--- src/assert_macros.svh ---
// ----------------------------------------------------------------------------
// assert_macros
// Assertion macros used by the RTL. Under SYNTH they expand to nothing.
// ----------------------------------------------------------------------------
`ifndef ASSERT_MACROS_SVH
`define ASSERT_MACROS_SVH

`ifndef SYNTH
// Checks that prop holds at every rising edge of clk while out of reset.
`define ASSERT_CLK(label, clk, rst_n, prop) \
  label: assert property (@(posedge clk) disable iff (!(rst_n)) (prop)) \
    else $error("assertion failed");
// Checks that cond is never true at a rising edge of clk while out of reset.
`define ASSERT_NEVER(label, clk, rst_n, cond) \
  label: assert property (@(posedge clk) disable iff (!(rst_n)) !(cond)) \
    else $error("forbidden condition seen");
`else
`define ASSERT_CLK(label, clk, rst_n, prop)
`define ASSERT_NEVER(label, clk, rst_n, cond)
`endif

`endif

--- src/rcsa_pkg.sv ---
// ----------------------------------------------------------------------------
// rcsa_pkg
// Types and constants of the remote command sequence arbiter.
// ----------------------------------------------------------------------------
`default_nettype none

package rcsa_pkg;

  localparam logic [15:0]        RPM_SLOW   = 16'd60;
  localparam logic [15:0]        RPM_FAST   = 16'd100;
  localparam logic signed [7:0]  ANGLE_MIN  = -8'sd30;
  localparam logic signed [7:0]  ANGLE_MAX  = 8'sd30;
  localparam logic [15:0]        HALF_RANGE = 16'h8000;
  localparam logic [31:0]        TIMEOUT_RESET = 32'd1000;

  typedef enum logic [1:0] {
    CMD_FRAME      = 2'd0,
    CMD_TICK       = 2'd1,
    CMD_DISCONNECT = 2'd2
  } cmd_t;

  typedef enum logic [1:0] {
    MV_STOP    = 2'd0,
    MV_FORWARD = 2'd1,
    MV_REVERSE = 2'd2,
    MV_OTHER   = 2'd3
  } move_t;

  typedef enum logic [1:0] {
    TN_CENTER  = 2'd0,
    TN_LEFT    = 2'd1,
    TN_RIGHT   = 2'd2,
    TN_INVALID = 2'd3
  } turn_t;

  typedef enum logic [1:0] {
    DEC_NEW     = 2'd0,
    DEC_DUP     = 2'd1,
    DEC_REJECT  = 2'd2,
    DEC_NOT_CMD = 2'd3
  } decision_t;

  typedef enum logic [2:0] {
    ERR_NONE      = 3'd0,
    ERR_RANGE     = 3'd1,
    ERR_SEMANTIC  = 3'd2,
    ERR_REVERSE   = 3'd3,
    ERR_STEPPER   = 3'd4,
    ERR_CONFLICT  = 3'd5,
    ERR_AMBIGUOUS = 3'd6,
    ERR_OLD       = 3'd7
  } err_t;

  typedef enum logic [1:0] {
    REG_REVERSE_FORBIDDEN = 2'd0,
    REG_STEPPER_CONFIRMED = 2'd1,
    REG_LINK_TIMEOUT      = 2'd2
  } reg_idx_t;

  typedef struct packed {
    logic [1:0]        cmd;
    logic [15:0]       sequence_req;
    logic [1:0]        move;
    logic [1:0]        turn;
    logic [15:0]       stepper_speed;
    logic signed [7:0] servo_angle;
    logic [31:0]       now_ms;
  } item_t;

  typedef struct packed {
    decision_t   decision;
    err_t        error_code;
    logic        timed_out;
    logic        link_up;
    logic [31:0] gap_count;
    logic [15:0] held_sequence;
  } result_t;

  typedef struct packed {
    logic        reverse_forbidden;
    logic        stepper_confirmed;
    logic [31:0] link_timeout_ms;
  } cfg_t;

  // Handshake between the input stage and the core.
  typedef struct packed {
    logic take;
  } stage_ctl_t;

endpackage

`default_nettype wire

--- src/rcsa_in_reg.sv ---
// ----------------------------------------------------------------------------
// rcsa_in_reg
// Input register stage: holds one item until the core takes it.
// ----------------------------------------------------------------------------
`default_nettype none

module rcsa_in_reg (
  input  wire logic            clk,
  input  wire logic            rst_n,
  input  wire logic            in_valid,
  output logic                 in_ready,
  input  wire rcsa_pkg::item_t in_item,
  input  wire logic            take,
  output logic                 stage_valid,
  output rcsa_pkg::item_t      stage_item
);
  import rcsa_pkg::*;

  logic  valid_r;
  item_t item_r;

  // The stage frees up in the same cycle the core takes its item.
  assign in_ready    = !valid_r || take;
  assign stage_valid = valid_r;
  assign stage_item  = item_r;

  always_ff @(posedge clk) begin
    if (!rst_n) begin
      valid_r <= 1'b0;
    end else if (in_ready) begin
      valid_r <= in_valid;
    end
  end

  always_ff @(posedge clk) begin
    if (in_valid && in_ready) begin
      item_r <= in_item;
    end
  end

endmodule

`default_nettype wire

--- src/rcsa_core.sv ---
// ----------------------------------------------------------------------------
// rcsa_core
// Validation, sequence classification, link state and the result register.
// ----------------------------------------------------------------------------
`default_nettype none
`include "assert_macros.svh"

module rcsa_core (
  input  wire logic               clk,
  input  wire logic               rst_n,
  input  wire rcsa_pkg::cfg_t     cfg,
  input  wire logic               stage_valid,
  input  wire rcsa_pkg::item_t    stage_item,
  output rcsa_pkg::stage_ctl_t    ctl,
  output logic                    out_valid,
  input  wire logic               out_ready,
  output rcsa_pkg::result_t       result
);
  import rcsa_pkg::*;

  // Link and window state
  logic        window_valid_r, window_valid_nxt;
  logic        alive_r, alive_nxt;
  logic [15:0] last_seq_r, last_seq_nxt;
  logic [1:0]  last_move_r, last_move_nxt;
  logic [1:0]  last_turn_r, last_turn_nxt;
  logic [15:0] last_rpm_r, last_rpm_nxt;
  logic [7:0]  last_angle_r, last_angle_nxt;
  logic [31:0] last_time_r, last_time_nxt;
  logic [31:0] gaps_r, gaps_nxt;

  logic        out_valid_r;
  result_t     res_r, res_nxt;

  logic        take;
  err_t        check_err;
  logic        range_ok;
  logic        turn_ok;
  logic [15:0] delta;
  logic [31:0] silence;
  logic        same_payload;
  decision_t   dec;
  err_t        err;
  logic        expired;

  assign take      = stage_valid && (!out_valid_r || out_ready);
  assign ctl.take  = take;
  assign out_valid = out_valid_r;
  assign result    = res_r;

  // Range and semantic checks of a command frame.
  always_comb begin
    range_ok = (stage_item.stepper_speed == RPM_SLOW ||
                stage_item.stepper_speed == RPM_FAST) &&
               (stage_item.servo_angle >= ANGLE_MIN) &&
               (stage_item.servo_angle <= ANGLE_MAX);
    unique case (stage_item.turn)
      TN_LEFT:   turn_ok = stage_item.servo_angle < 8'sd0;
      TN_RIGHT:  turn_ok = stage_item.servo_angle > 8'sd0;
      TN_CENTER: turn_ok = stage_item.servo_angle == 8'sd0;
      default:   turn_ok = 1'b0;
    endcase
    priority if (!range_ok) begin
      check_err = ERR_RANGE;
    end else if (!turn_ok) begin
      check_err = ERR_SEMANTIC;
    end else if (stage_item.move == MV_REVERSE && cfg.reverse_forbidden) begin
      check_err = ERR_REVERSE;
    end else if ((stage_item.move == MV_FORWARD || stage_item.move == MV_REVERSE) &&
                 !cfg.stepper_confirmed) begin
      check_err = ERR_STEPPER;
    end else begin
      check_err = ERR_NONE;
    end
  end

  assign delta   = stage_item.sequence_req - last_seq_r;
  assign silence = stage_item.now_ms - last_time_r;
  assign same_payload = (stage_item.move == last_move_r) &&
                        (stage_item.turn == last_turn_r) &&
                        (stage_item.stepper_speed == last_rpm_r) &&
                        (stage_item.servo_angle == last_angle_r);

  always_comb begin
    window_valid_nxt = window_valid_r;
    alive_nxt        = alive_r;
    last_seq_nxt     = last_seq_r;
    last_move_nxt    = last_move_r;
    last_turn_nxt    = last_turn_r;
    last_rpm_nxt     = last_rpm_r;
    last_angle_nxt   = last_angle_r;
    last_time_nxt    = last_time_r;
    gaps_nxt         = gaps_r;
    dec              = DEC_NOT_CMD;
    err              = ERR_NONE;
    expired          = 1'b0;

    unique case (stage_item.cmd)
      CMD_FRAME: begin
        priority if (check_err != ERR_NONE) begin
          dec = DEC_REJECT;
          err = check_err;
        end else if (!window_valid_r) begin
          dec = DEC_NEW;
        end else if (delta == 16'd0) begin
          if (same_payload) begin
            dec = DEC_DUP;
          end else begin
            dec = DEC_REJECT;
            err = ERR_CONFLICT;
          end
        end else if (delta == HALF_RANGE) begin
          dec = DEC_REJECT;
          err = ERR_AMBIGUOUS;
        end else if (delta > HALF_RANGE) begin
          dec = DEC_REJECT;
          err = ERR_OLD;
        end else begin
          dec = DEC_NEW;
        end

        if (dec == DEC_NEW) begin
          if (window_valid_r && delta > 16'd1) begin
            gaps_nxt = gaps_r + 32'd1;
          end
          window_valid_nxt = 1'b1;
          alive_nxt        = 1'b1;
          last_seq_nxt     = stage_item.sequence_req;
          last_move_nxt    = stage_item.move;
          last_turn_nxt    = stage_item.turn;
          last_rpm_nxt     = stage_item.stepper_speed;
          last_angle_nxt   = stage_item.servo_angle;
          last_time_nxt    = stage_item.now_ms;
        end else if (dec == DEC_DUP) begin
          alive_nxt     = 1'b1;
          last_time_nxt = stage_item.now_ms;
        end
      end
      CMD_TICK: begin
        if (alive_r && silence >= cfg.link_timeout_ms) begin
          alive_nxt        = 1'b0;
          window_valid_nxt = 1'b0;
          expired          = 1'b1;
        end
      end
      CMD_DISCONNECT: begin
        alive_nxt        = 1'b0;
        window_valid_nxt = 1'b0;
      end
      default: begin
        // Unused command code: no effect.
      end
    endcase

    res_nxt.decision      = dec;
    res_nxt.error_code    = err;
    res_nxt.timed_out     = expired;
    res_nxt.link_up       = alive_nxt;
    res_nxt.gap_count     = gaps_nxt;
    res_nxt.held_sequence = last_seq_nxt;
  end

  always_ff @(posedge clk) begin
    if (!rst_n) begin
      window_valid_r <= 1'b0;
      alive_r        <= 1'b0;
      last_seq_r     <= '0;
      last_move_r    <= '0;
      last_turn_r    <= '0;
      last_rpm_r     <= '0;
      last_angle_r   <= '0;
      last_time_r    <= '0;
      gaps_r         <= '0;
    end else if (take) begin
      window_valid_r <= window_valid_nxt;
      alive_r        <= alive_nxt;
      last_seq_r     <= last_seq_nxt;
      last_move_r    <= last_move_nxt;
      last_turn_r    <= last_turn_nxt;
      last_rpm_r     <= last_rpm_nxt;
      last_angle_r   <= last_angle_nxt;
      last_time_r    <= last_time_nxt;
      gaps_r         <= gaps_nxt;
    end
  end

  always_ff @(posedge clk) begin
    if (!rst_n) begin
      out_valid_r <= 1'b0;
    end else if (take) begin
      out_valid_r <= 1'b1;
    end else if (out_ready) begin
      out_valid_r <= 1'b0;
    end
  end

  always_ff @(posedge clk) begin
    if (take) begin
      res_r <= res_nxt;
    end
  end

  `ASSERT_CLK(a_gaps_step, clk, rst_n, ##1 (gaps_r == $past(gaps_r) || gaps_r == $past(gaps_r) + 32'd1))
  `ASSERT_NEVER(a_window_without_link, clk, rst_n, window_valid_r && !alive_r)
  `ASSERT_CLK(a_new_raises_link, clk, rst_n, (take && dec == DEC_NEW) |=> (alive_r && last_seq_r == res_r.held_sequence))
  `ASSERT_CLK(a_reject_has_code, clk, rst_n, (out_valid_r && res_r.decision == DEC_REJECT) |-> (res_r.error_code != ERR_NONE))
  `ASSERT_CLK(a_timeout_drops, clk, rst_n, (out_valid_r && res_r.timed_out) |-> (!res_r.link_up && res_r.decision == DEC_NOT_CMD))

endmodule

`default_nettype wire

--- src/remote_command_sequence_arbiter.sv ---
// ----------------------------------------------------------------------------
// remote_command_sequence_arbiter
// Checks remote motion commands, filters them by 16-bit serial number
// order and keeps the link alive state driven by frames, ticks and disconnects.
//
//   Channel  Direction  Handshake             Payload
//   in_      input      in_valid / in_ready   cmd, sequence, motion, now_ms
//   out_     output     out_valid / out_ready decision, error, link, counters
//   cfg_     input      cfg_we                cfg_index, cfg_data
//
// One item per cycle sustained while out_ready is high; a result passes
// through the input register, then the result register, before it is
// presented.
// Command state is updated in the same cycle an item moves to the result
// register, so the next item always sees it. Stalls on out_ready back up
// through the input stage. Reset is synchronous.
// ----------------------------------------------------------------------------
`default_nettype none

module remote_command_sequence_arbiter (
  input  wire logic               clk,
  input  wire logic               rst_n,
  // configuration
  input  wire logic               cfg_we,
  input  wire logic [1:0]         cfg_index,
  input  wire logic [31:0]        cfg_data,
  // input channel
  input  wire logic               in_valid,
  output logic                    in_ready,
  input  wire logic [1:0]         in_cmd,
  input  wire logic [15:0]        in_sequence_req,
  input  wire logic [1:0]         in_move,
  input  wire logic [1:0]         in_turn,
  input  wire logic [15:0]        in_stepper_speed,
  input  wire logic signed [7:0]  in_servo_angle,
  input  wire logic [31:0]        in_now_ms,
  // result channel
  output logic                    out_valid,
  input  wire logic               out_ready,
  output logic [1:0]              out_decision,
  output logic [2:0]              out_error_code,
  output logic                    out_timed_out,
  output logic                    out_link_up,
  output logic [31:0]             out_gap_count,
  output logic [15:0]             out_held_sequence
);
  import rcsa_pkg::*;

  cfg_t       cfg_r;
  item_t      in_item;
  item_t      stage_item;
  logic       stage_valid;
  stage_ctl_t ctl;
  result_t    result;

  always_ff @(posedge clk) begin
    if (!rst_n) begin
      cfg_r.reverse_forbidden <= 1'b1;
      cfg_r.stepper_confirmed <= 1'b0;
      cfg_r.link_timeout_ms   <= TIMEOUT_RESET;
    end else if (cfg_we) begin
      unique case (cfg_index)
        REG_REVERSE_FORBIDDEN: cfg_r.reverse_forbidden <= cfg_data[0];
        REG_STEPPER_CONFIRMED: cfg_r.stepper_confirmed <= cfg_data[0];
        REG_LINK_TIMEOUT:      cfg_r.link_timeout_ms   <= cfg_data;
        default: begin
          // Writes to unknown indexes are dropped.
        end
      endcase
    end
  end

  always_comb begin
    in_item.cmd           = in_cmd;
    in_item.sequence_req  = in_sequence_req;
    in_item.move          = in_move;
    in_item.turn          = in_turn;
    in_item.stepper_speed = in_stepper_speed;
    in_item.servo_angle   = in_servo_angle;
    in_item.now_ms        = in_now_ms;
  end

  rcsa_in_reg u_in_reg (
    .clk         (clk),
    .rst_n       (rst_n),
    .in_valid    (in_valid),
    .in_ready    (in_ready),
    .in_item     (in_item),
    .take        (ctl.take),
    .stage_valid (stage_valid),
    .stage_item  (stage_item)
  );

  rcsa_core u_core (
    .clk         (clk),
    .rst_n       (rst_n),
    .cfg         (cfg_r),
    .stage_valid (stage_valid),
    .stage_item  (stage_item),
    .ctl         (ctl),
    .out_valid   (out_valid),
    .out_ready   (out_ready),
    .result      (result)
  );

  assign out_decision      = result.decision;
  assign out_error_code    = result.error_code;
  assign out_timed_out     = result.timed_out;
  assign out_link_up       = result.link_up;
  assign out_gap_count     = result.gap_count;
  assign out_held_sequence = result.held_sequence;

endmodule

`default_nettype wire
--- config.mk ---
export PLATFORM = sky130hd
export DESIGN_NAME = remote_command_sequence_arbiter
export DESIGN_NICKNAME = d
export VERILOG_FILES = /design/src/rcsa_pkg.sv /design/src/rcsa_in_reg.sv /design/src/rcsa_core.sv /design/src/remote_command_sequence_arbiter.sv
export VERILOG_INCLUDE_DIRS = /design/src /design/src/src
export SDC_FILE = /design/constraint.sdc
export NUM_CORES = 1
export LEC_CHECK = 0
export BUFFER_PORTS_ARGS = -buffer_cell sky130_fd_sc_hd__buf_2
export CAP_MARGIN = 10
export CORE_ASPECT_RATIO = 1.1
export CORE_MARGIN = 8
export CORE_UTILIZATION = 30
export CTS_CLUSTER_SIZE = 14
export DETAILED_ROUTE_END_ITERATION = 10
export HOLD_SLACK_MARGIN = 0.02
export SLEW_MARGIN = 25
export SYNTH_ARGS = -nofsm -noshare
export SYNTH_HDL_FRONTEND = slang
export SYNTH_SLANG_ARGS = --single-unit
--- constraint.sdc ---
create_clock -name clk -period 6.4 [get_ports clk]
set_input_delay 0.64 -clock clk [delete_from_list [all_inputs] [get_ports clk]]
set_output_delay 0.64 -clock clk [all_outputs]
set_load 0.02 [all_outputs]
==> results.md, run 1 <==
Clock network:
- Once the clock tree was built, the setup fixing pass inserted 0 buffers.
- The post-CTS clock slew at the launch and capture registers of the worst setup and hold paths is 60 ps.
- The post-cts resize count is 0.
- TritonCTS built the clock tree.
- CTS built an H-tree with a depth of 1.
- The clock latency on the worst-skew pair is 580 ps.
- In this run the deepest clock path goes through 3 buffers.
- The number of hold buffers added after CTS was 0.
- Clock tree synthesis found a total of 279 sinks.
- The cell at the root of the clock tree is sky130_fd_sc_hd__clkbuf_16.
- The number of clock buffers added by TritonCTS is 31.

Route:
- The count of routing violations after the opening detailed-route iteration is 741.
- The post-detailed-routing wire length is between 30 and 40 mm.
- In the routed design, unresolved DRC markers number 0.
- The via count is roughly 11k.
- The per-cell routed wire length is 16.3 um.
- After detailed routing, the number of vias per cell comes to 4.95.
- The final antenna-violating net count is 0.
- The first-pass detailed-route iteration total is 5.

Synthesis:
- Summed over its instances, the top area cell type makes up approximately 28% of the synthesized netlist area.
- For this run, the number of Yosys warnings is 0.
- Sorting the synthesized cells by how often they occur yields sky130_fd_sc_hd__dfxtp_1 (146), sky130_fd_sc_hd__nand2_1 (146), sky130_fd_sc_hd__edfxtp_1 (133), sky130_fd_sc_hd__a21oi_1 (122), sky130_fd_sc_hd__inv_1 (108).
- The post-synthesis cell type with the largest combined area is sky130_fd_sc_hd__edfxtp_1.
- The proportion of register bits with asynchronous set or reset after synthesis is 0%.
- The synthesized cell area is between 10000 and 15000 sq um.
- The cell count after synthesis is 1490.
- In the post-synthesis netlist, the biggest area contributors are sky130_fd_sc_hd__edfxtp_1 (28%), sky130_fd_sc_hd__dfxtp_1 (20%), sky130_fd_sc_hd__ha_1 (7.2%), sky130_fd_sc_hd__a21oi_1 (4.2%), sky130_fd_sc_hd__xnor2_1 (4.0%).
- A synthesized cell averages ~9.7 sq um.
- Among all flip-flop cells after synthesis, the most frequent one is sky130_fd_sc_hd__dfxtp_1.
- The unique cell type count in the Yosys netlist is 70.
- The synthesized design contains 133 enable-type register cells.
- The sequential-to-total area share from yosys stat is between 40% and 50%.
- Counting every net in the synthesized netlist gives between 1.5k and 2k.
- In this run, synthesis produced a sequential element count of roughly 280.

Power:
- Overall power consumption after layout is estimated at 4.16 mW.
- Sequential cells account for 47.2% of the total power.
- Net switching is 25.0% of the power.
- The ratio of total power to cell area is 244 nW/um^2.
- The internal power of the cells is 3.12 mW.
- The analysis attributes to net switching a power of 1.04 mW.
- The part of the power in combinational logic is 9.7%.
- In this run the static leakage power is 6.46 nW.
- The maximum ir drop on the vdd rail is 0.218 mV.
- The clock network accounts for 43.1% of the total power.

Worst setup path:
- The worst setup path is launched from a flip-flop.
- The worst endpoint data arrival time is 5770 ps.
- The cell repeated most along the worst path is sky130_fd_sc_hd__a21o_1.
- Along the worst path, the maximum fanout reaches 4.
- The endpoint kind of the worst setup timing path is a flip-flop.
- The cell with the largest stage delay on the worst path is sky130_fd_sc_hd__a221oi_1.
- Traced cell by cell, the critical path runs through inv_1 > ha_1 > inv_1 > fa_1 > a211oi_1 > o21bai_1 > a22o_1 > a221oi_1 > o21ai_0 > o31a_1 > a21o_1 > a21oi_1 > xnor2_1 > ha_1 > a21o_1 > a211oi_1 > o21bai_1 > a21o_1 > a221oi_1 > a21o_1 > o21ai_0 > a31oi_1.
- The family with the most delay on the worst path is compound AO/OA/AOI/OAI gates.
- Counting both buffers and inverters, the worst setup path holds a total of 2.
- In this design, the stage delay of the slowest critical-path cell is approximately 510 ps.
- At the worst endpoint, the required time is 6890 ps.
- The critical setup path kind is reg2reg.

Timing:
- The final critical-path setup slack is 1120 ps.
- The number of pins with negative max-slew slack in the final report is 0.
- The final sum of negative setup slack is 0 ps.
- Setup violations remaining at the end of the flow were counted as 0.
- The final count of hold timing violations is 0.
- Based on the critical path, the design can be clocked at up to 189 MHz.
- Measured against its own limit, the worst slew margin works out to between 30% and 40%.
- The worst path needs 5280 ps of the cycle, external delays included.
- Setup repair after global routing left no endpoint under its margin.
- The clock arrives with 19.0 ps of skew.
- Dividing the final minimum period by the clock period gives 82.6%.
- The slew at the pin with the worst max-slew slack is approximately 950 ps.

Layout:
- The area growth from synthesis to layout is 17.9%.
- The net count of the finished layout is 1844.
- After filler insertion, the fill cell instance count of the layout stands at 4891.
- The count of cells in the finished layout, fillers not included, comes to 2312.
- The number of antenna repair diodes is 0.
- The finished layout cell area is 17000 sq um.
- Of the cells placed in the final design, the portion with a size suffix greater than 1 is about 16%.

Placement:
- OpenSTA, run right after detailed placement, puts the worst setup slack at 1090 ps.
- The instance count after placement with tap cells included is 2254.
- Summing all placed instances gives a cell area of 16000 sq um.
- The post-DP HPWL is 27.2 mm.
- The weighted congestion reported at the end of routability-driven placement is around 0.83.
- Buffers placed on the I/O ports in this run total 173.

GRT:
- The number of global-route vias before repair came to 11.4k.
- After global routing the overflow that remains totals 0.
- The initial antenna violation count is 1.
- The first-pass GRT wire length is between 50 and 60 mm.
- Entering global routing, the biggest net connects 75 pins.
- The global-route usage over all layers is 13.1%.

Floorplanning:
- The core box area is about 48000 sq um.
- The overall die area is 55500 sq um.
- For this configuration, the core starts out at a cell density of 30.3%.
- The count of boundary I/O pins is 174.
- The floorplan has 84 rows.
- The die is 225 um wide.
- In this run the vertical extent of the chip is ~250 um.

Run status:
- The flow ran to the end, and the final reports show no timing, DRC or antenna violations.

Min path:
- The worst hold path belongs to the class in2reg.

Job:
- Max-cap violations in this run came to 0.
==> stage by stage <==
step                utilization, %  hold slack, ps
finish                        35.7             233
global route                  35.7             199
CTS                           35.7             194
detailed placement            33.6             450
global placement              33.5             447
floorplan                        -             436
==> power by group through the flow <==
| stage | clock [mW] | sequential, mW | combinational [mW] |
|---|---|---|---|
| finish | 1.79 | 1.96 | 0.403 |
| global route | 1.92 | 1.97 | 0.450 |
| CTS | 1.86 | 1.96 | 0.407 |
| detailed placement | 0 | 2.00 | 0.405 |
| global placement | 0 | 2.00 | 0.396 |
| floorplan | 0 | 2.01 | 0.247 |
==> worst paths after layout <==
check / from / endpoint / slack (ps) / cells past startpoint
min: in_sequence_req[12] / u_in_reg.stage_item[72]$_DFFE_PP_ / 230 / 1
max: u_in_reg.stage_item[0]$_DFFE_PP_ / u_core.window_valid_r$_SDFFE_PN0P_ / 1120 / 22
min reg2reg: cfg_r[10]$_SDFFE_PN0P_ / cfg_r[10]$_SDFFE_PN0P_ / 450 / 2
max reg2reg: u_in_reg.stage_item[0]$_DFFE_PP_ / u_core.window_valid_r$_SDFFE_PN0P_ / 1120 / 22
==> registers in the layout (all words and copies together) (netlist names) <==
name and flops:
u_in_reg.stage_item 78, u_core.result 55, cfg_r 34, u_core.gaps_r 32, u_core.last_time_r 32, u_core.last_rpm_r 16
u_core.last_seq_r 16, u_core.last_angle_r 8, u_core.last_move_r 2, u_core.last_turn_r 2, u_core.alive_r 1, u_core.out_valid 1
u_core.window_valid_r 1, u_in_reg.stage_valid 1
==> cell families (layout without fill, tap and decap cells) <==
kind of cell / after synthesis / in the layout / share of synthesized area (%)
AND/OR/NAND/NOR: 436 / 436 / 14.8
AO/OA/AOI/OAI: 370 / 370 / 16.1
flip-flops: 279 / 279 / 47.8
buffers and inverters: 178 / 355 / 4.70
XOR/XNOR: 94 / 94 / 5.70
adder cells (fa/ha/maj): 85 / 85 / 7.46
multiplexers: 48 / 48 / 3.35
==> routing by layer <==
metal | track usage (%) | share of wire (%) | wire [um] | vias up
met3 | 2.68 | 5.8 | 2180 | 66
met5 | 0 | 0.032 | 12 | -
met1 | 16.5 | 45 | 17000 | 5433
met2 | 22.3 | 47 | 17500 | 251
li1 | - | - | - | 5687
met4 | 4.11 | 2.5 | 936 | 2
==> worst reg2reg max path: cells and delay by family, from the launching register on <==
family | cells | cell delay, ps
flip-flops | 1 | 380
buffers and inverters | 2 | 130
adder cells (fa/ha/maj) | 3 | 860
AO/OA/AOI/OAI | 16 | 3710
XOR/XNOR | 1 | 140
==> layout make-up <==
| cell class | instances | area [sq um] | area share [%] |
|---|---|---|---|
| multi-input combinational | 1033 | 6890 | 40.4 |
| inverter | 110 | 414 | 2.43 |
| sequential | 279 | 6920 | 40.6 |
| clock inverter | 23 | 223 | 1.31 |
| tap | 645 | 807 | 4.73 |
| clock buffer | 35 | 801 | 4.70 |
| timing repair buffer | 187 | 995 | 5.83 |
==> placed cells by master, fill, tap and decap left out, types with 5 or more instances in the layout <==
cell type / n
sky130_fd_sc_hd__a2111oi_0: 7
sky130_fd_sc_hd__a21o_1: 26
sky130_fd_sc_hd__edfxtp_1: 133
sky130_fd_sc_hd__buf_4: 11
sky130_fd_sc_hd__xnor2_1: 66
sky130_fd_sc_hd__nand3b_1: 5
sky130_fd_sc_hd__o31ai_1: 8
sky130_fd_sc_hd__and3_1: 30
sky130_fd_sc_hd__a21oi_1: 122
sky130_fd_sc_hd__o211ai_1: 12
sky130_fd_sc_hd__buf_2: 173
sky130_fd_sc_hd__nor2_1: 85
sky130_fd_sc_hd__a31oi_1: 8
sky130_fd_sc_hd__o21ai_0: 95
sky130_fd_sc_hd__mux2i_1: 45
sky130_fd_sc_hd__nand4_1: 28
sky130_fd_sc_hd__nor4_1: 9
sky130_fd_sc_hd__nand2_1: 146
sky130_fd_sc_hd__or3_1: 26
sky130_fd_sc_hd__a211oi_1: 7
sky130_fd_sc_hd__nor3_1: 10
sky130_fd_sc_hd__nand3_1: 39
sky130_fd_sc_hd__dfxtp_1: 146
sky130_fd_sc_hd__xor2_1: 28
sky130_fd_sc_hd__o2111ai_1: 31
sky130_fd_sc_hd__o21a_1: 9
sky130_fd_sc_hd__clkinv_2: 7
sky130_fd_sc_hd__and4_1: 7
sky130_fd_sc_hd__nor2b_1: 9
sky130_fd_sc_hd__ha_1: 83
sky130_fd_sc_hd__nand2b_1: 15
sky130_fd_sc_hd__inv_1: 107
sky130_fd_sc_hd__and2_1: 7
sky130_fd_sc_hd__clkbuf_16: 31
(Power assumes the default switching activity.)
==> run 2: changes to the inputs <==
- ABC_AREA: unset -> 1
- clock period: 6.4 -> 4.4 ns (I/O delays scaled with it)
==> results.md, run 2 <==
Synthesis:
- The count of warnings emitted by yosys is 0.
- Sorting the synthesized cells by area gives the leading types as sky130_fd_sc_hd__edfxtp_1 (27%), sky130_fd_sc_hd__dfxtp_1 (20%), sky130_fd_sc_hd__nand2_1 (10%), sky130_fd_sc_hd__inv_1 (7.0%), sky130_fd_sc_hd__ha_1 (6.9%).
- Yosys mapped a number of flops with a built-in enable equal to roughly 130.
- Yosys instantiated no cell more often than sky130_fd_sc_hd__nand2_1.
- The xor and xnor area share after synthesis is 3.34%.
- The unique cell type count in the Yosys netlist is 50.
- In the synthesized netlist the dominant register cell turns out to be sky130_fd_sc_hd__dfxtp_1.
- Multiplexer cells account for 0% of the synthesized area.
- The compound-gate portion of the synthesized area is 11.2%.
- The share of the synthesized area in the top cell type is 26.7%.
- Synthesis produced 1855 cells.
- Summing the areas of all fa, ha and maj instances in the mapped netlist gives ~7.2% of the synthesized area.
- Summed over all instances, the cell type with the most area after synthesis is sky130_fd_sc_hd__edfxtp_1.
- By count the netlist is led by sky130_fd_sc_hd__nand2_1 (413), sky130_fd_sc_hd__inv_1 (279), sky130_fd_sc_hd__a21oi_1 (151), sky130_fd_sc_hd__dfxtp_1 (146), sky130_fd_sc_hd__edfxtp_1 (133).
- Synthesis produced a netlist with a net count of 2057.
- The combinational family with the most area after synthesis is simple AND/OR/NAND/NOR gates.
- The synthesized design contains 279 register bits.
- The sequential-to-total area share from yosys stat is 46.3%.
- In the synthesized netlist the async set-or-reset flop fraction comes to 0%.
- The simple-gate area share of the yosys netlist is 23.2%.
- The mean cell area of the mapped netlist is between 8 and 9 sq um.
- The synthesized netlist occupies a cell area of 15000 sq um.

Worst setup path:
- The type of origin of the critical path is a flip-flop.
- The worst register-to-register path begins at u_in_reg.stage_item[0]$_DFFE_PP_.
- The endpoint required time on the critical path is ~4900 ps.
- At the worst endpoint, the arrival time is 4510 ps.
- The destination of the worst register-to-register timing path is u_core.window_valid_r$_SDFFE_PN0P_.
- The highest fanout seen on the critical path is 4.
- The endpoint kind of the worst setup timing path is a flip-flop.
- The register-to-register setup slack is between 300 and 400 ps.
- The worst register-to-register path has a depth of 26.
- The critical path is of the reg2reg type.

Clock network:
- The tree is rooted in a sky130_fd_sc_hd__clkbuf_16.
- The later pin in the worst-skew pair is clocked with a latency of 540 ps.
- Clock tree synthesis inserted a total of 34 buffers.
- Clock-pin slew was measured on the worst setup and hold paths at 60 ps.
- The number of hold buffers added after cts is 0.
- The clock tree from TritonCTS is yes.
- The clock net in this run drives a total of 279 sinks.
- The maximum buffer depth of the clock tree is 3.
- The depth of the CTS H-tree is 2.

GRT:
- Summed over all layers, the global routing overflow is 0.
- The first-pass GRT wire length is 64.2 mm.
- Entering global routing, the biggest net connects 89 pins.
- The number of global-route vias before repair is between 10k and 15k.
- The global-route usage over all layers is 13.7%.
- The initial antenna violation count was 0.

Floorplanning:
- The die covers 57200 sq um.
- The starting density of the core is between 30% and 40%.
- The floorplan step defined a core boundary enclosing 49700 sq um.
- The x dimension of the die is 229 um.
- 174 I/O pins were placed.
- In this run the vertical extent of the chip is 250 um.
- Row generation in the floorplan step produced 86 rows.

Layout:
- The area growth from synthesis to layout is 18.3%.
- The number of filler cells placed in the layout is between 5k and 6k.
- The library cell used most frequently in the layout, excluding fill and tap cells, is sky130_fd_sc_hd__nand2_1.
- The repair_antennas step left the layout with diodes totalling 0.
- The largest register by flop count is u_in_reg.stage_item.
- After the last flow step, the layout net total stands at 2225.
- The post-route netlist has approximately an eighth of its cells at a drive strength greater than 1.
- In the layout the commonest cells are sky130_fd_sc_hd__nand2_1 (412), sky130_fd_sc_hd__inv_1 (278), sky130_fd_sc_hd__buf_2 (173), sky130_fd_sc_hd__a21oi_1 (150), sky130_fd_sc_hd__dfxtp_1 (146).
- The finished layout cell area is 17700 sq um.
- The register with the most flip-flops in the layout has 78 of them.

Min path:
- The startpoint of the most critical hold path is in_servo_angle[0].
- The path category of the worst min-delay check is in2reg.
- The hold path depth is 1.
- The destination of the worst hold path is u_in_reg.stage_item[32]$_DFFE_PP_.

Route:
- The final antenna-violating net count is 0.
- The first detailed-routing pass took 7 iterations.
- The post-detailed-routing wire length is around 40 mm.
- After detailed routing, the number of vias per cell comes to between 4 and 5.
- The per-cell routed wire length is roughly 15 um.
- After detailed routing, the number of remaining DRC violations is 0.
- The via count is 12.7k.
- The count of routing violations after the opening detailed-route iteration is about 710.

Placement:
- The count of buffers inserted at the top-level ports is 173.
- The post-DP HPWL is 29.8 mm.
- The weighted congestion reported at the end of routability-driven placement is 0.878.
- Summing all placed instances gives a cell area of between 15000 and 20000 sq um.

Run status:
- The flow ran to the end, and the final reports show no timing, DRC or antenna violations.

Timing:
- The worst slew margin relative to its limit is 37.7%.
- The share of the cycle needed by the critical path after routing is 91.8%.
- Timing would allow up to approximately 250 MHz.
- The number of pins with negative max-slew slack in the final report is 0.
- The clock period could shrink to about 4000 ps.
- Setup violations remaining at the end of the flow were counted as 0.
- The final clock skew is 28.5 ps.
- For the pin with the worst max-slew slack, the measured transition is around 930 ps.
- The final count of hold timing violations came to 0.

Power:
- The analysis attributes to cell leakage a power of 7.70 nW.
- The sum of internal, switching and leakage power is 6.64 mW.
- In this run the power density over the cells is approximately 380 nW/um^2.
- The maximum ir drop on the vdd rail is 0.265 mV.

Job:
- The total of max-cap violations is 0.
[run 2: cell count changes in the layout (fill, tap and decap cells not counted), sizes merged, moves of 27 or more]
| cell | delta |
|---|---|
| nand3 | +90 |
| xnor2 | -46 |
| nand2 | +269 |
| mux2i | -45 |
| o2111ai | -29 |
| a21oi | +29 |
| nand4 | +27 |
| and3 | -28 |
| inv | +178 |
| nor2 | +49 |
[run 2: cells by family (layout without fill, tap and decap cells)]
group	Yosys count	count (layout)
flip-flops	279	279
buffers and inverters	343	534
adder cells (fa/ha/maj)	85	85
AND/OR/NAND/NOR	787	787
AO/OA/AOI/OAI	304	304
XOR/XNOR	57	57
[run 2: report_power, final]
part	internal (mW)	switching (mW)	leakage (nW)
Combinational	0.314	0.577	4.66
Sequential	2.85	0.0765	2.48
Clock	1.71	1.11	0.555
[run 2: worst max-delay path, cell delays in order (launching register included)]
cell                       delay [ps]
sky130_fd_sc_hd__edfxtp_1         350
sky130_fd_sc_hd__inv_1             90
sky130_fd_sc_hd__ha_1             160
sky130_fd_sc_hd__inv_1             60
sky130_fd_sc_hd__fa_1             400
sky130_fd_sc_hd__nand3_1           90
sky130_fd_sc_hd__nand2_1          170
sky130_fd_sc_hd__a21oi_2          220
sky130_fd_sc_hd__nor2_1            50
sky130_fd_sc_hd__nor2_1           150
sky130_fd_sc_hd__o21ai_1          130
sky130_fd_sc_hd__a21boi_1         230
sky130_fd_sc_hd__o21ai_0          160
sky130_fd_sc_hd__nand3_1          110
sky130_fd_sc_hd__nand2_1           60
sky130_fd_sc_hd__xor2_1           150
sky130_fd_sc_hd__ha_1             270
sky130_fd_sc_hd__nand2_1          120
sky130_fd_sc_hd__o21a_1           150
sky130_fd_sc_hd__o221ai_1         100
sky130_fd_sc_hd__a31oi_1          160
sky130_fd_sc_hd__nand3_1          150
sky130_fd_sc_hd__nand2_1          120
sky130_fd_sc_hd__nand2_1           80
sky130_fd_sc_hd__nand4_1           90
sky130_fd_sc_hd__nand2_1           50
sky130_fd_sc_hd__a21oi_1          120
[run 2: stage by stage]
step	cells	hold slack, ps	worst slack [ps]	setup TNS, ps	util, %
2_1_floorplan	1855	430	791	0	-
3_3_place_gp	2646	439	274	0	33.3
3_5_place_dp	2646	442	209	0	33.3
4_1_cts	2705	27.2	211	0	35.5
5_1_grt	2706	33.5	-9.80	-9.80	35.6
6_report	2706	70.5	362	0	35.6
[run 2: layout make-up]
cell class | count | area [sq um] | area share [%]
Inverter | 289 | 1090 | 6.15
Tap cell | 660 | 826 | 4.67
Timing Repair Buffer | 186 | 992 | 5.61
Multi-Input combinational cell | 1233 | 6740 | 38.1
Clock buffer | 44 | 950 | 5.37
Sequential cell | 279 | 6920 | 39.1
Clock inverter | 15 | 171 | 0.969
[run 2: how the worst max path moves through the flow]
stage | startpoint | end | slack (ps) | cells after the start
2_1_floorplan | u_in_reg.stage_item[0]$_DFFE_PP_ | u_core.result[48]$_DFFE_PP_ | 790 | 23
3_3_place_gp | u_in_reg.stage_item[0]$_DFFE_PP_ | u_core.window_valid_r$_SDFFE_PN0P_ | 270 | 25
3_5_place_dp | u_in_reg.stage_item[3]$_DFFE_PP_ | u_core.window_valid_r$_SDFFE_PN0P_ | 210 | 22
4_1_cts | u_in_reg.stage_item[3]$_DFFE_PP_ | u_core.window_valid_r$_SDFFE_PN0P_ | 210 | 22
5_1_grt | u_in_reg.stage_item[0]$_DFFE_PP_ | u_core.window_valid_r$_SDFFE_PN0P_ | -10 | 26
6_report | u_in_reg.stage_item[0]$_DFFE_PP_ | u_core.window_valid_r$_SDFFE_PN0P_ | 360 | 26
[run 2: layer usage]
metal	routed length, um	vias to the layer above	track usage [%]
met5	0	-	0
met4	1190	0	4.87
met3	2340	72	3.46
met2	19000	304	23.7
met1	17700	5807	16.4
li1	-	6538	-
[run 2: timing repair]
| action | 4_1_cts | 5_1_grt |
|---|---|---|
| gates resized for setup | 0 | 6 |
| setup endpoints to repair | 0 | 4 |
| setup buffers | 0 | 1 |
==> run 3: changes to the inputs <==
- CORE_ASPECT_RATIO: 1.1 -> unset
- RECOVER_POWER: unset -> 100
==> results.md, run 3 (synthesized netlist as in run 2, its figures left out) <==
Power:
- Combinational logic is responsible for about an eighth of the overall power.
- Per report_power, the clock group accounts for between 40% and 50% of the total.
- The internal portion of the total power is just over 5 mW.
- The switching part of the total is 25.8%.
- In this run the power density over the cells is 396 nW/um^2.
- In this run the power spent charging and discharging nets is 1.81 mW.
- IR analysis of the VDD net gives a maximum drop of 0.224 mV.
- In this run the static leakage power is 7.44 nW.
- The share of total power in sequential cells is 42.0%.

Layout:
- The register with the most flip-flops in the layout has 78 of them.
- The most common cell after layout, fill and taps aside is sky130_fd_sc_hd__nand2_1.
- The library cells used most frequently in the layout, excluding fill and tap cells, are sky130_fd_sc_hd__nand2_1 (414), sky130_fd_sc_hd__inv_1 (280), sky130_fd_sc_hd__a21oi_1 (151), sky130_fd_sc_hd__dfxtp_1 (146), sky130_fd_sc_hd__edfxtp_1 (133).
- Compared with the post-synthesis result, the final layout area differs by 18.0%.
- At the end of the flow, the number of nets in the layout was 2226.
- More flip-flops sit in one register than any other, and that register is u_in_reg.stage_item.
- Of the cells placed in the final design, the portion with a size suffix greater than 1 is 8.89%.
- The final cell count without fillers is 2722.
- The register area is approximately 6900 sq um.
- The footprint of the multi-input gates is 6690 sq um.
- Counting the fill cells in the layout gives around 5.2k.

Floorplanning:
- The core box area is about 50000 sq um.
- The die covers 57200 sq um.
- Measured along the x axis, the die boundary spans 239 um.
- From bottom edge to top edge, the die measures between 200 and 250 um.
- During I/O placement, the number of pins put on the boundary was 174.
- The starting density of the core is between 30% and 40%.
- Row generation in the floorplan step produced between 80 and 90 rows.

GRT:
- The global-route usage over all layers is 13.9%.
- The initial antenna violation count is 2.
- The final global-route overflow total is 0.
- The number of global-route vias before repair is approximately 13k.
- The pin count of the biggest net entering global routing is between 80 and 90.
- The first global-routing pass estimated approximately 64 mm of wire.

Placement:
- The number of placed instances, taps included, is 2659.
- Input and output buffers added on the ports amount to ~170.
- The post-DP HPWL is 30.1 mm.
- The weighted congestion reported at the end of routability-driven placement is about 0.87.
- Timing analysis after detailed placement gives a worst setup slack of around 180 ps.

Job:
- Across the run, the number of max-cap violations was 4.

Min path:
- The min-delay analysis places its worst path in the category in2reg.
- The destination of the worst hold path is u_in_reg.stage_item[22]$_DFFE_PP_.
- The startpoint of the most critical hold path is in_now_ms[22].
- The hold path depth is 1.

Route:
- The DRC violations left is 0.
- Across all layers, the routed design uses around 13k vias.
- The detail-routed via count per cell is around 4.7.
- The post-detailed-routing wire length is 40.6 mm.
- After the first detailed-routing iteration, the DRC count stood at 678.
- The detail route stage leaves a number of antenna-violating nets equal to 0.
- The first-pass detailed-route iteration total is 5.
- After detailed routing, the average wire length per cell comes to 14.9 um.

Timing:
- Dividing the final minimum period by the clock period gives 90.6%.
- The final critical-path setup slack is 414 ps.
- Setup violations remaining at the end of the flow were counted as 0.
- Final hold analysis gives a worst-case slack of 77.0 ps.
- The number of pins with negative max-slew slack in the final report is 262.
- The worst slew margin relative to its limit is -71.0%.
- Between clock sinks in the finished design, the worst skew comes to 17.0 ps.
- The maximum operating frequency is 251 MHz.
- The clock period minus worst slack is 3990 ps.
- In the final timing run, aggregate negative setup slack is 0 ps.
- At the pin with the least slew margin, the transition time is 2550 ps.
- The final count of hold timing violations is 0.

Worst setup path:
- The critical path is of the reg2reg type.
- The type of origin of the critical path is a flip-flop.
- The endpoint kind of the worst setup timing path is a flip-flop.
- Of all nets on the critical path, the largest fanout is 4.
- Measured in cells, the most critical reg-to-reg path has a length of 26.
- The endpoint identified for the worst register-to-register timing path is u_core.window_valid_r$_SDFFE_PN0P_.
- For the worst setup path, the data arrival time is 4410 ps.
- The register-to-register setup slack is 410 ps.
- The startpoint identified for the worst register-to-register timing path is u_in_reg.stage_item[0]$_DFFE_PP_.
- The endpoint required time on the critical path is just under 5000 ps.

Run status:
- The checks that failed: capacitance limit, slew limit.
- The flow ran to the end, but the final reports show violations.

Clock network:
- The maximum buffer depth of the clock tree is 3.
- TritonCTS built the clock tree.
- The number of buffers created by CTS is 35.
- Clock-pin slew was measured on the worst setup and hold paths at roughly 70 ps.
- At the later pin of the worst-skew pair, clock insertion delay measures 540 ps.
- The H-tree was split into 2 levels.
- CTS saw 279 sinks.
- The cell at the root of the clock tree is sky130_fd_sc_hd__clkbuf_16.
run 3: final cells by class:
| class | instances | share of cell area, % |
|---|---|---|
| clock inverter | 20 | 1.98 |
| sequential | 279 | 39.2 |
| timing repair buffer | 186 | 4.74 |
| tap | 672 | 4.76 |
| inverter | 289 | 6.16 |
| multi-input combinational | 1233 | 37.9 |
| antenna | 2 | 0.0284 |
| clock buffer | 41 | 5.21 |
run 3: what timing repair did:
item	4_1_cts	5_1_grt
setup endpoints to repair	0	4
resized for setup	0	5
hold buffers	0	0
buffers inserted	0	0
run 3: metal layers:
layer / vias up / track usage [%] / share of wire, %
met5: - / 0 / 0
met4: 0 / 4.55 / 2.1
met3: 52 / 2.81 / 5.4
met2: 309 / 23.4 / 47
met1: 5919 / 17.6 / 46
li1: 6532 / - / -
run 3: worst max path at each step:
stage | depth (start not counted) | startpoint | to | slack (ps)
6_report | 26 | u_in_reg.stage_item[0]$_DFFE_PP_ | u_core.window_valid_r$_SDFFE_PN0P_ | 410
5_1_grt | 25 | u_in_reg.stage_item[0]$_DFFE_PP_ | u_core.window_valid_r$_SDFFE_PN0P_ | -6
4_1_cts | 22 | u_in_reg.stage_item[11]$_DFFE_PP_ | u_core.window_valid_r$_SDFFE_PN0P_ | 160
3_5_place_dp | 22 | u_in_reg.stage_item[11]$_DFFE_PP_ | u_core.window_valid_r$_SDFFE_PN0P_ | 180
3_3_place_gp | 25 | u_in_reg.stage_item[0]$_DFFE_PP_ | u_core.window_valid_r$_SDFFE_PN0P_ | 320
2_1_floorplan | 23 | u_in_reg.stage_item[0]$_DFFE_PP_ | u_core.result[48]$_DFFE_PP_ | 790
run 3: stage by stage:
step / area, sq um / total power [mW] / utilization [%]
6_report: 17600 / 7.00 / 35.5
2_1_floorplan: 15000 / 3.59 / -
5_1_grt: 17600 / 7.34 / 35.5
3_5_place_dp: 16500 / 3.87 / 33.3
4_1_cts: 17800 / 7.13 / 35.9
3_3_place_gp: 16500 / 3.85 / 33.3
run 3: critical path, stage by stage (launching register included):
cell and delay (ps):
sky130_fd_sc_hd__edfxtp_1 350, sky130_fd_sc_hd__inv_1 80, sky130_fd_sc_hd__ha_1 150, sky130_fd_sc_hd__inv_1 60, sky130_fd_sc_hd__fa_1 400, sky130_fd_sc_hd__nand3_1 90
sky130_fd_sc_hd__nand2_1 150, sky130_fd_sc_hd__a21oi_1 240, sky130_fd_sc_hd__nor2_1 70, sky130_fd_sc_hd__nor2_1 160, sky130_fd_sc_hd__o21ai_0 150, sky130_fd_sc_hd__a21boi_1 210
sky130_fd_sc_hd__o21ai_0 160, sky130_fd_sc_hd__nand3_1 100, sky130_fd_sc_hd__nand2_1 60, sky130_fd_sc_hd__xor2_1 140, sky130_fd_sc_hd__ha_1 280, sky130_fd_sc_hd__nand2_1 70
sky130_fd_sc_hd__o21a_1 190, sky130_fd_sc_hd__o221ai_1 150, sky130_fd_sc_hd__a31oi_1 100, sky130_fd_sc_hd__nand3_1 130, sky130_fd_sc_hd__nand2_1 90, sky130_fd_sc_hd__nand2_1 90
sky130_fd_sc_hd__nand4_1 100, sky130_fd_sc_hd__nand2_1 70, sky130_fd_sc_hd__a21oi_1 40
run 3: power by group through the flow:
stage                     Clock (mW)  Combinational, mW  Sequential, mW
after floorplan                    0              0.595            2.99
after global placement             0              0.867            2.98
after detailed placement           0              0.887            2.99
after CTS                       3.30              0.891            2.93
after global routing            3.39              0.995            2.95
final                           3.19              0.866            2.94
